==> config.mk <==
export PLATFORM = sky130hd
export DESIGN_NAME = bitmap_chunk_allocator_top
export DESIGN_NICKNAME = d
export VERILOG_FILES = /design/src/hw/rtl/bca_pkg.sv /design/src/hw/rtl/bca_ctrl.sv /design/src/hw/rtl/bca_dp.sv /design/src/hw/rtl/bitmap_chunk_allocator_top.sv
export SDC_FILE = /design/constraint.sdc
export NUM_CORES = 2
export LEC_CHECK = 0
export BUFFER_PORTS_ARGS = -buffer_cell sky130_fd_sc_hd__buf_4
export CAP_MARGIN = 20
export CORE_MARGIN = 2
export CORE_UTILIZATION = 45
export DETAILED_ROUTE_END_ITERATION = 6
export GPL_ROUTABILITY_DRIVEN = 1
export PLACE_DENSITY = 0.66
export SLEW_MARGIN = 20
export SYNTH_ARGS = -nofsm -noshare
export SYNTH_HDL_FRONTEND = slang
export SYNTH_HIERARCHICAL = 1
export SYNTH_SLANG_ARGS = --single-unit
==> constraint.sdc <==
create_clock -name clk -period 9 [get_ports clk]
set_input_delay 0.9 -clock clk [delete_from_list [all_inputs] [get_ports clk]]
set_output_delay 0.9 -clock clk [all_outputs]
set_load 0.02 [all_outputs]
==> src/hw/rtl/bca_pkg.sv <==
// Shared types and constants for the bitmap chunk allocator.
// Used by bca_ctrl, bca_dp and bitmap_chunk_allocator_top; depends on nothing.
package bca_pkg;

  localparam int MAX_CHUNKS    = 1024;
  localparam int MAP_WORD_BITS = 64;
  localparam int MAP_WORDS     = (MAX_CHUNKS + MAP_WORD_BITS - 1) / MAP_WORD_BITS;

  localparam int ADDR_W   = 48;
  localparam int SIZE_W   = 16;
  localparam int CNT_W    = 11;
  localparam int IDX_W    = 10;
  localparam int BIT_W    = $clog2(MAP_WORD_BITS);
  localparam int WPTR_W   = $clog2(MAP_WORDS);
  localparam int NWORDS_W = WPTR_W + 1;
  localparam int DIV_W    = SIZE_W + CNT_W;
  localparam int DCNT_W   = $clog2(IDX_W);
  localparam int CFG_IDX_W = 2;

  localparam logic [CFG_IDX_W-1:0] CFG_CHUNK_COUNT = 2'd0;
  localparam logic [CFG_IDX_W-1:0] CFG_CHUNK_BYTES = 2'd1;
  localparam logic [CFG_IDX_W-1:0] CFG_POOL_BASE   = 2'd2;

  typedef enum logic [1:0] {
    REQ_ALLOC = 2'd0,
    REQ_FREE  = 2'd1,
    REQ_CLEAR = 2'd2
  } req_code_t;

  typedef enum logic [1:0] {
    ST_OK      = 2'd0,
    ST_FULL    = 2'd1,
    ST_OUTSIDE = 2'd2,
    ST_DOUBLE  = 2'd3
  } status_t;

  // Commands from the controller to the datapath.
  typedef struct packed {
    logic    accept;
    logic    scan_start;
    logic    scan_next;
    logic    rd_scan;
    logic    rd_free;
    logic    alloc_take;
    logic    mul_idx;
    logic    add_base;
    logic    free_prep;
    logic    div_start;
    logic    div_step;
    logic    free_set;
    logic    clear_all;
    logic    set_status;
    status_t status_code;
    logic    load_out;
  } bca_cmd_t;

  // Status from the datapath to the controller.
  typedef struct packed {
    logic [1:0] req_kind;
    logic       alloc_ok;
    logic       hit;
    logic       scan_last;
    logic       out_range;
    logic       div_last;
    logic       bit_free;
    logic       out_ready;
  } bca_stat_t;

endpackage

==> src/hw/rtl/bca_ctrl.sv <==
// Request sequencer of the bitmap chunk allocator.
// Depends on bca_pkg; drives the command struct of bca_dp.
module bca_ctrl import bca_pkg::*; (
  input  logic      clk,
  input  logic      rst,
  input  logic      req_valid,
  output logic      req_stall,
  input  bca_stat_t stat,
  output bca_cmd_t  cmd
);

  typedef enum logic [3:0] {
    S_IDLE,
    S_DECODE,
    S_A_READ,
    S_A_CHECK,
    S_A_MUL,
    S_A_ADD,
    S_F_RANGE,
    S_F_DIV,
    S_F_READ,
    S_F_CHECK,
    S_FINISH
  } state_t;

  state_t state;
  state_t state_next;

  assign req_stall = (state != S_IDLE);

  always_comb begin
    cmd        = '0;
    state_next = state;
    case (state)
      S_IDLE: begin
        if (req_valid) begin
          cmd.accept = 1'b1;
          state_next = S_DECODE;
        end
      end
      S_DECODE: begin
        case (stat.req_kind)
          REQ_ALLOC: begin
            if (stat.alloc_ok) begin
              cmd.scan_start = 1'b1;
              state_next     = S_A_READ;
            end else begin
              cmd.set_status  = 1'b1;
              cmd.status_code = ST_FULL;
              state_next      = S_FINISH;
            end
          end
          REQ_FREE: begin
            cmd.free_prep = 1'b1;
            state_next    = S_F_RANGE;
          end
          REQ_CLEAR: begin
            cmd.clear_all = 1'b1;
            state_next    = S_FINISH;
          end
          default: state_next = S_FINISH;
        endcase
      end
      S_A_READ: begin
        cmd.rd_scan = 1'b1;
        state_next  = S_A_CHECK;
      end
      S_A_CHECK: begin
        if (stat.hit) begin
          cmd.alloc_take = 1'b1;
          state_next     = S_A_MUL;
        end else if (stat.scan_last) begin
          cmd.set_status  = 1'b1;
          cmd.status_code = ST_FULL;
          state_next      = S_FINISH;
        end else begin
          cmd.scan_next = 1'b1;
          state_next    = S_A_READ;
        end
      end
      S_A_MUL: begin
        cmd.mul_idx = 1'b1;
        state_next  = S_A_ADD;
      end
      S_A_ADD: begin
        cmd.add_base = 1'b1;
        state_next   = S_FINISH;
      end
      S_F_RANGE: begin
        if (stat.out_range) begin
          cmd.set_status  = 1'b1;
          cmd.status_code = ST_OUTSIDE;
          state_next      = S_FINISH;
        end else begin
          cmd.div_start = 1'b1;
          state_next    = S_F_DIV;
        end
      end
      S_F_DIV: begin
        cmd.div_step = 1'b1;
        if (stat.div_last) begin
          state_next = S_F_READ;
        end
      end
      S_F_READ: begin
        cmd.rd_free = 1'b1;
        state_next  = S_F_CHECK;
      end
      S_F_CHECK: begin
        if (stat.bit_free) begin
          cmd.set_status  = 1'b1;
          cmd.status_code = ST_DOUBLE;
        end else begin
          cmd.free_set = 1'b1;
        end
        state_next = S_FINISH;
      end
      S_FINISH: begin
        if (stat.out_ready) begin
          cmd.load_out = 1'b1;
          state_next   = S_IDLE;
        end
      end
      default: state_next = S_IDLE;
    endcase
  end

  always_ff @(posedge clk) begin
    if (rst) begin
      state <= S_IDLE;
    end else begin
      state <= state_next;
    end
  end

endmodule

==> src/hw/rtl/bca_dp.sv <==
// Datapath of the bitmap chunk allocator: configuration, free map memory,
// word scan, range check, divider, address multiply and the result register.
// Depends on bca_pkg; sequenced by bca_ctrl.
module bca_dp import bca_pkg::*; (
  input  logic                 clk,
  input  logic                 rst,
  input  logic                 cfg_write,
  input  logic [CFG_IDX_W-1:0] cfg_index,
  input  logic [ADDR_W-1:0]    cfg_data,
  input  logic [1:0]           req_type,
  input  logic [ADDR_W-1:0]    free_address,
  output logic                 rsp_valid,
  input  logic                 rsp_stall,
  output logic [1:0]           status,
  output logic [IDX_W-1:0]     chunk_index,
  output logic [ADDR_W-1:0]    chunk_address,
  output logic [CNT_W-1:0]     free_total,
  input  bca_cmd_t             cmd,
  output bca_stat_t            stat
);

  // Configuration and allocator state.
  logic [CNT_W-1:0]  eff_count;
  logic [SIZE_W-1:0] chunk_bytes;
  logic [ADDR_W-1:0] pool_base;
  logic [CNT_W-1:0]  free_counter;
  logic [DIV_W-1:0]  pool_limit;

  // Free map memory; an entry whose valid bit is low reads as all free.
  logic [MAP_WORD_BITS-1:0] map_mem [MAP_WORDS];
  logic [MAP_WORDS-1:0]     map_valid;
  logic [MAP_WORD_BITS-1:0] rd_data;
  logic                     rd_valid;

  // Request and working registers.
  logic [1:0]          req_q;
  logic [ADDR_W-1:0]   addr_q;
  logic [ADDR_W-1:0]   diff;
  logic                borrow;
  logic [WPTR_W-1:0]   ptr;
  logic [NWORDS_W-1:0] iter;
  logic [DIV_W-1:0]    rem;
  logic [DIV_W-1:0]    dsor;
  logic [IDX_W-1:0]    quo;
  logic [DCNT_W-1:0]   div_cnt;
  logic [SIZE_W+IDX_W-1:0] prod;
  status_t             res_status;
  logic [IDX_W-1:0]    res_idx;
  logic [ADDR_W-1:0]   res_addr;

  // Combinational helpers.
  logic [SIZE_W-1:0]        size;
  logic [CNT_W-1:0]         new_count;
  logic [CNT_W-1:0]         new_eff;
  logic [CNT_W-1:0]         words_sum;
  logic [NWORDS_W-1:0]      words;
  logic [CNT_W-1:0]         used;
  logic [CNT_W-1:0]         left;
  logic                     left_full;
  logic [MAP_WORD_BITS-1:0] cur_word;
  logic [MAP_WORD_BITS-1:0] limit_mask;
  logic [MAP_WORD_BITS-1:0] cand;
  logic [MAP_WORD_BITS-1:0] lowest;
  logic [BIT_W-1:0]         low_bit;
  logic [MAP_WORD_BITS-1:0] free_onehot;
  logic [DIV_W:0]           trial;
  logic [ADDR_W:0]          diff_full;
  logic [WPTR_W-1:0]        rd_addr;
  logic                     mem_we;
  logic [WPTR_W-1:0]        wr_addr;
  logic [MAP_WORD_BITS-1:0] wr_data;
  logic                     out_ready;

  assign size      = (chunk_bytes == '0) ? SIZE_W'(1) : chunk_bytes;
  assign new_count = cfg_data[CNT_W-1:0];
  assign new_eff   = (new_count > CNT_W'(MAX_CHUNKS)) ? CNT_W'(MAX_CHUNKS) : new_count;

  assign words_sum = eff_count + CNT_W'(MAP_WORD_BITS - 1);
  assign words     = words_sum[BIT_W +: NWORDS_W];
  assign used      = (eff_count > free_counter) ? (eff_count - free_counter) : '0;

  // Bits of the current word that lie below the chunk count.
  assign left      = eff_count - CNT_W'({ptr, {BIT_W{1'b0}}});
  assign left_full = (left[CNT_W-1:BIT_W] != '0);
  assign cur_word  = rd_valid ? rd_data : '1;

  always_comb begin
    limit_mask  = '0;
    low_bit     = '0;
    free_onehot = '0;
    for (int b = 0; b < MAP_WORD_BITS; b++) begin
      limit_mask[b]  = left_full || (BIT_W'(b) < left[BIT_W-1:0]);
      free_onehot[b] = (res_idx[BIT_W-1:0] == BIT_W'(b));
    end
    cand   = cur_word & limit_mask;
    lowest = cand & (~cand + MAP_WORD_BITS'(1));
    for (int b = 0; b < MAP_WORD_BITS; b++) begin
      low_bit = low_bit | (lowest[b] ? BIT_W'(b) : BIT_W'(0));
    end
  end

  assign trial     = {1'b0, rem} - {1'b0, dsor};
  assign diff_full = {1'b0, addr_q} - {1'b0, pool_base};
  assign out_ready = !rsp_valid || !rsp_stall;

  assign rd_addr = cmd.rd_scan ? ptr : quo[IDX_W-1:BIT_W];
  assign mem_we  = cmd.alloc_take || cmd.free_set;
  assign wr_addr = cmd.alloc_take ? ptr : res_idx[IDX_W-1:BIT_W];
  assign wr_data = cmd.alloc_take ? (cur_word & ~lowest) : (cur_word | free_onehot);

  assign stat.req_kind  = req_q;
  assign stat.alloc_ok  = (free_counter != '0) && (eff_count != '0);
  assign stat.hit       = (cand != '0);
  assign stat.scan_last = (iter == words - NWORDS_W'(1));
  assign stat.out_range = borrow || (eff_count == '0) || (diff >= ADDR_W'(pool_limit));
  assign stat.div_last  = (div_cnt == '0);
  assign stat.bit_free  = cur_word[res_idx[BIT_W-1:0]];
  assign stat.out_ready = out_ready;

  // Map memory: one write and one registered read a cycle.
  always_ff @(posedge clk) begin
    if (mem_we) begin
      map_mem[wr_addr] <= wr_data;
    end
    if (cmd.rd_scan || cmd.rd_free) begin
      rd_data  <= map_mem[rd_addr];
      rd_valid <= map_valid[rd_addr];
    end
  end

  // Configuration, counters and valid bits.
  always_ff @(posedge clk) begin
    if (rst) begin
      eff_count    <= CNT_W'(MAX_CHUNKS);
      chunk_bytes  <= SIZE_W'(64);
      pool_base    <= '0;
      free_counter <= CNT_W'(MAX_CHUNKS);
      map_valid    <= '0;
      rsp_valid    <= 1'b0;
    end else begin
      if (cfg_write) begin
        case (cfg_index)
          CFG_CHUNK_COUNT: begin
            eff_count    <= new_eff;
            free_counter <= new_eff;
            map_valid    <= '0;
          end
          CFG_CHUNK_BYTES: chunk_bytes <= cfg_data[SIZE_W-1:0];
          CFG_POOL_BASE:   pool_base   <= cfg_data;
          default: ;
        endcase
      end else if (cmd.clear_all) begin
        free_counter <= eff_count;
        map_valid    <= '0;
      end else begin
        if (cmd.alloc_take) begin
          free_counter <= free_counter - CNT_W'(1);
        end
        if (cmd.free_set && free_counter != '1) begin
          free_counter <= free_counter + CNT_W'(1);
        end
        if (mem_we) begin
          map_valid[wr_addr] <= 1'b1;
        end
      end
      if (cmd.load_out) begin
        rsp_valid <= 1'b1;
      end else if (!rsp_stall) begin
        rsp_valid <= 1'b0;
      end
    end
  end

  // Working registers of one request.
  always_ff @(posedge clk) begin
    pool_limit <= DIV_W'(size) * DIV_W'(eff_count);
    if (cmd.accept) begin
      req_q      <= req_type;
      addr_q     <= free_address;
      res_status <= ST_OK;
      res_idx    <= '0;
      res_addr   <= '0;
    end
    if (cmd.set_status) begin
      res_status <= cmd.status_code;
    end
    if (cmd.scan_start) begin
      ptr  <= used[IDX_W-1:BIT_W];
      iter <= '0;
    end
    if (cmd.scan_next) begin
      ptr  <= (NWORDS_W'(ptr) == words - NWORDS_W'(1)) ? '0 : ptr + WPTR_W'(1);
      iter <= iter + NWORDS_W'(1);
    end
    if (cmd.alloc_take) begin
      res_idx <= {ptr, low_bit};
    end
    if (cmd.mul_idx) begin
      prod <= (SIZE_W+IDX_W)'(size) * (SIZE_W+IDX_W)'(res_idx);
    end
    if (cmd.add_base) begin
      res_addr <= pool_base + ADDR_W'(prod);
    end
    if (cmd.free_prep) begin
      diff   <= diff_full[ADDR_W-1:0];
      borrow <= diff_full[ADDR_W];
    end
    // Restoring division; the range check keeps the quotient below the count.
    if (cmd.div_start) begin
      rem     <= diff[DIV_W-1:0];
      dsor    <= DIV_W'(size) << (IDX_W - 1);
      quo     <= '0;
      div_cnt <= DCNT_W'(IDX_W - 1);
    end
    if (cmd.div_step) begin
      if (!trial[DIV_W]) begin
        rem <= trial[DIV_W-1:0];
      end
      quo     <= {quo[IDX_W-2:0], !trial[DIV_W]};
      dsor    <= dsor >> 1;
      div_cnt <= div_cnt - DCNT_W'(1);
    end
    if (cmd.rd_free) begin
      res_idx <= quo;
    end
    if (cmd.load_out) begin
      status        <= res_status;
      chunk_index   <= res_idx;
      chunk_address <= res_addr;
      free_total    <= free_counter;
    end
  end

endmodule

==> src/hw/rtl/bitmap_chunk_allocator_top.sv <==
// Bitmap chunk allocator: one chunk per request. Allocate reads and checks map words
// (1 to 16) in turn, then multiplies and adds into the result register, or stops when
// the pool is full; free checks the range, runs the ten-step divider, reads and checks
// the map word, or stops for an outside address; clear and the spare code just decode.
// One request is worked at a time; the next is accepted while the result waits.
// Synchronous reset restores a 1024-chunk pool of 64-byte chunks at base 0, all free.
module bitmap_chunk_allocator_top import bca_pkg::*; (
  input  logic                 clk,
  input  logic                 rst,
  input  logic                 cfg_write,
  input  logic [CFG_IDX_W-1:0] cfg_index,
  input  logic [ADDR_W-1:0]    cfg_data,
  input  logic                 req_valid,
  output logic                 req_stall,
  input  logic [1:0]           req_type,
  input  logic [ADDR_W-1:0]    free_address,
  output logic                 rsp_valid,
  input  logic                 rsp_stall,
  output logic [1:0]           status,
  output logic [IDX_W-1:0]     chunk_index,
  output logic [ADDR_W-1:0]    chunk_address,
  output logic [CNT_W-1:0]     free_total
);

  bca_cmd_t  cmd;
  bca_stat_t stat;

  bca_ctrl u_ctrl (
    .clk       (clk),
    .rst       (rst),
    .req_valid (req_valid),
    .req_stall (req_stall),
    .stat      (stat),
    .cmd       (cmd)
  );

  bca_dp u_dp (
    .clk           (clk),
    .rst           (rst),
    .cfg_write     (cfg_write),
    .cfg_index     (cfg_index),
    .cfg_data      (cfg_data),
    .req_type      (req_type),
    .free_address  (free_address),
    .rsp_valid     (rsp_valid),
    .rsp_stall     (rsp_stall),
    .status        (status),
    .chunk_index   (chunk_index),
    .chunk_address (chunk_address),
    .free_total    (free_total),
    .cmd           (cmd),
    .stat          (stat)
  );

endmodule
After elaboration in Yosys (flattened, before gate mapping):

Memories as Yosys holds them, arrays and structs flattened. A register that Yosys moved wholly into a read port is not among the register bits.
Cells that the tools add are included.
W data, S select, Z words.

* bits in registers: 466
* latch bits: 0
* RAM bits: 1024
* bits in read-only memories: 0
* bits of input ports: 105
* logic and storage cells: 521
* memories: 1

Memories
* u_dp.map_mem: words 16, width 64, read ports 1, clocked after Yosys merged registers in 1, write ports 1, line bca_dp.sv:30 `logic [MAP_WORD_BITS-1:0] map_mem [MAP_WORDS];`

* $add $sub $neg: 13
* multipliers: 2
* div/mod/pow operators: 0
* magnitude comparators: 71
* eq/ne operators: 85
* shift-type cells: 0
* multiplexer cells: 151
* bitwise operators: 69
* reductions and logical operators: 101

Operators by type and width (count)
* $or A6 B6 Y6: 62
* $and A64 B64 Y64: 3
* $eq A6 B6 Y1 const B: 32
* $lt A6 B6 Y1 const A: 32
* $mux W6: 32
* $mux W64: 2
* $not A64 Y64: 2
* $eq A6 B5 Y1 const B: 16
* $lt A5 B6 Y1 const A: 16
* $mux W48: 2
* $mux W5: 18
* $mux W4: 22
* $mux W27: 3
* $mux W16: 5
* $logic_or A1 B1 Y1: 69
* $mux W11: 6
* $add A64 B1 Y64 const B: 1
* $or A64 B64 Y64: 1
* $reduce_bool A64 Y1: 1
* $mux W10: 6
* $sub A48 B48 Y49: 1
* $add A48 B26 Y48: 1
* $eq A6 B4 Y1 const B: 8
* $ge A48 B27 Y1: 1
* 62 further kinds: 150

Depth between registers and ports, before layout:

* depth in word-level cells: 72
* mapped depth: 27
* depth with buffers taken out: 24

Cells and area by module:

The synthesis kept the hierarchy.

By module, submodules not included
* bca_dp: times used 1, cells each 5964, area an instance 78957.0 µm²
* bca_ctrl: times used 1, cells each 77, area an instance 513.0 µm²

Worst setup path after synthesis:

Ideal clock, no wire load.

* path type: reg-to-reg
* from: register u_dp.ptr[2]
* to: memory u_dp.map_mem[3][0], enable pin
* arrival time: 7468 ps
* required time: 8514 ps
* setup slack: 1046 ps
* stages on the path, launching flop included: 21
* buffers on the path: 4
* clock period less this slack: 7954 ps
* cell sequence: edfxtp_1 clkbuf_1 inv_1 ha_1 buf_6 nor4_4 buf_6 o211a_4 o2bb2ai_1 nand4b_4 or4_4 or4_4 nor2_2 nand3_1 inv_1 nor2_1 clkbuf_1 nor2b_1 nand3_1 and2_1 nor2_1

RTL lines
* from (decl): line bca_dp.sv:40 `logic [WPTR_W-1:0] ptr;`
* from (signal assigned): line bca_dp.sv:188 `ptr <= used[IDX_W-1:BIT_W];`
* from (signal assigned): line bca_dp.sv:192 `ptr <= (NWORDS_W'(ptr) == words - NWORDS_W'(1)) ? '0 : ptr + WPTR_W'(1);`
* to (decl): line bca_dp.sv:30

==> results.txt <==
Detailed Routing Iterations Pass 1 = 6
layout cells sized above 1 = 15.6%
CTS tree = yes
fill cell count = 14800
vias in the first global route = 51200
clock sink count = 1554
GRT met2 Usage = 42.0%
Setup crit end kind = flip-flop
MaxCap Viol Count = 0
shortest period the worst path allows = 7.83 ns
Leakage = 0.0318 uW
sw power = 7780 uW
maximum fanout along the worst path = 42
row count = 154
# port buffers = 177
Nets = 6870
Yosys cell types = 112
Core Util, Final = 50.9%
first-pass GRT wire length = 337000 um
Reg area = 45100 um2
Max Clk Rate = 0.128 GHz
synthesized area = 79500 um2
Int Pwr = 15200 uW
initial antenna violation count = 5
Pwr Total = 23000 uW
via/cell ratio = 5.92
syn nets = 6665
met3 Use GR = 3.63%
Yosys reg bits = 1554
height of the chip = 424 um
hold buffers post-CTS = 0
status = completed
H-tree levels = 4
clk buf depth = 3
setup TNS = 0 ns
busiest grt layer = met2
GRT overflow = 0
Post-DP HPWL = 153000 um
CTS clk-pin slew, worst paths = 0.07 ns
worst hold start = req_type[0]
via count = 51600
Skew-Pair Late Insertion Delay = 0.84 ns
CTS Buf Count = 163
Clock power frac = 27.9%
VDD IR max = 0.209 mV
Setup CP Type = reg2reg
layout overhead on the synthesized area = 12.6%
YS warnings = 6
Die X-Extent = 424 um
drt total wl = 230000 um
GRT Util Overall = 25.3%
CP startpoint = u_dp/ptr[2]
Worst Max-Slew Pin Slew = 1.28 ns
post-route clock skew = 0.0623 ns
Sequential Power Share = 42.8%
drt wl/cell = 26.4 um
die area = 180000 um2
worst hold path class = in2reg
final hold violation count = 0
CP required = 9.45 ns
Synth Area per Inst = 13.2 um2
r2r setup slk = 1.17 ns
switching portion of total power = 33.8%
Most used DFF post-synth = edfxtp_1
clock root buffer = clkbuf_16
Initial Util = 45.2%
post-CTS setup buffer count = 0
met1 Use GR = 33.8%
First DRT Iteration DRCs = 4825
sequential cell area fraction in the yosys report = 56.7%
RSZ-0062 raised after global routing = false
Slew headroom = 13.8%
Power per Cell Area = 257 nW/um2
number of synthesized flops with an enable pin = 1393
fin crit share = 87.1%
CP Launch Type = flip-flop
CTS resizes = 0
Final ANT Viol Nets = 0
Post-synth ARST share = 0%
combinational share of power = 29.3%
reg2reg start = u_dp/ptr[2]
IO Pins = 178
WHS = 0.243 ns
Core Region = 176000 um2
crit path DAT = 8.29 ns
multi-input logic area = 32100 um2
Final GP Congestion = 0.976
largest net degree at the start of global routing = 131
synthesized instance count = 6041
fin. max-slew vios = 0
Final setup viols = 0
drt drc = 0
## power by group through the flow
| stage | sequential (uW) | combinational, uW | clock [uW] |
|---|---|---|---|
| floorplan | 9660 | 4500 | 0 |
| global placement | 9980 | 6600 | 0 |
| detailed placement | 9980 | 6690 | 0 |
| CTS | 9850 | 6720 | 6550 |
| global route | 9890 | 7290 | 6810 |
| finish | 9860 | 6750 | 6420 |
## worst max-delay path: stages (launching register included)
cell,delay [ns]
edfxtp_1,0.70
inv_1,0.14
ha_1,0.50
nor2_1,0.14
nor4bb_4,0.81
o211ai_2,0.33
o31ai_2,0.38
nand3_2,0.23
or4_4,0.65
or4_4,0.61
nor2_2,0.27
nand3_1,0.32
inv_1,0.20
nor2_4,0.13
nor2b_1,0.27
a31oi_1,0.39
nor2_4,0.91
buf_12,0.40
## worst paths after layout
kind | cells after the start | endpoint
setup / recovery | 17 | u_dp/map_mem[0][10]
hold / removal | 1 | u_dp/req_q[0]
setup reg to reg | 17 | u_dp/map_mem[0][10]
hold reg to reg | 0 | u_dp/chunk_address[35]
## layer usage
layer / share of wire, % / up-vias / wire length (um)
met3: 6.5 / 411 / 15000
li1: - / 22800 / -
met4: 3.8 / 0 / 8740
met5: 0 / - / 0
met2: 49 / 2017 / 112000
met1: 41 / 26400 / 93900
## flip-flops by register name, summed over array words and instances (netlist names), 16 cells and up
name / count
u_dp/pool_base: 48
u_dp/chunk_address: 48
u_dp/prod: 26
u_dp/chunk_bytes: 16
u_dp/addr_q: 48
u_dp/map_mem: 1024
u_dp/res_addr: 48
u_dp/map_valid: 16
u_dp/rd_data: 64
u_dp/pool_limit: 27
u_dp/diff: 48
u_dp/dsor: 25
u_dp/rem: 27
## cells in the mapped netlist (14+ instances only)
master    count  area share, %
a211oi_1    104           0.98
a21o_1       54           0.51
a21oi_1     336            2.1
a31oi_1     114           0.90
and2_1      251            2.0
and3_1       26           0.20
buf_1        41           0.19
clkbuf_1    246            1.2
dfxtp_1     161            4.1
edfxtp_1   1393             53
fa_1        239            6.0
ha_1        280            4.4
inv_1       405            1.9
mux2_2       17           0.24
mux2i_1      31           0.39
mux4_2      278            7.9
nand2_1     676            3.2
nand2b_1     69           0.54
nand3_1      70           0.44
nand4_1      31           0.24
nor2_1      293            1.4
nor2b_1      31           0.24
nor3_1       82           0.52
nor4_1       42           0.33
o211ai_1     25           0.24
o21a_1       42           0.40
o21ai_0     164            1.0
o21bai_1     18           0.17
o31ai_1      14           0.13
or2_2        29           0.23
or3_1        37           0.29
xnor2_1     117            1.3
xor2_1       42           0.46
## metrics by stage
| stage | worst slack, ns | area, um2 | instances |
|---|---|---|---|
| finish | 1.17 | 89500 | 8717 |
| global route | 0.787 | 89500 | 8716 |
| CTS | 1.17 | 89400 | 8714 |
| detailed placement | 1.15 | 84300 | 8420 |
| global placement | 1.33 | 84200 | 8417 |
| floorplan | 1.05 | 79500 | 6041 |
## kinds of logic (layout without fill, tap and decap cells)
kind of cell / after synthesis / in the layout / share of synthesized area, %
xor+xnor: 159 / 159 / 1.75
compound gates: 1053 / 1053 / 8.59
other cells: 0 / 2 / 0
buf+inv: 705 / 1039 / 3.40
simple gates: 1725 / 1725 / 10.6
fa+ha+maj: 519 / 519 / 10.4
flops: 1554 / 1554 / 56.7
mux: 326 / 326 / 8.51
## layout make-up
class | count | area share, %
antenna | 2 | 0.00559
clock buffer | 199 | 4.78
clock inverter | 95 | 0.959
inverter | 405 | 1.70
multi-input combinational | 3782 | 35.9
sequential | 1554 | 50.3
tap | 2340 | 3.27
timing repair buffer | 340 | 3.06
## placed cells by master (no fill, tap or decap), types with 27 or more instances in the layout
cell type	synthesis	routed
nor2_1	293	273
xor2_1	42	42
nand4_1	31	31
clkbuf_16	0	165
clkinv_1	0	37
nand2b_1	69	69
a21oi_1	336	329
or3_1	37	37
nand3_1	70	70
clkbuf_1	246	32
a21o_1	54	54
fa_1	239	239
dfxtp_1	161	160
mux4_2	278	278
a31oi_1	114	108
inv_1	405	405
mux2i_1	31	27
nor2b_1	31	31
nor4_1	42	39
a211oi_1	104	104
and2_1	251	251
ha_1	280	280
o21ai_0	164	164
nor3_1	82	75
or2_2	29	28
o21a_1	42	42
xnor2_1	117	117
nand2_1	676	676
buf_4	9	325
edfxtp_1	1393	1393
(Power assumes the default switching activity.)
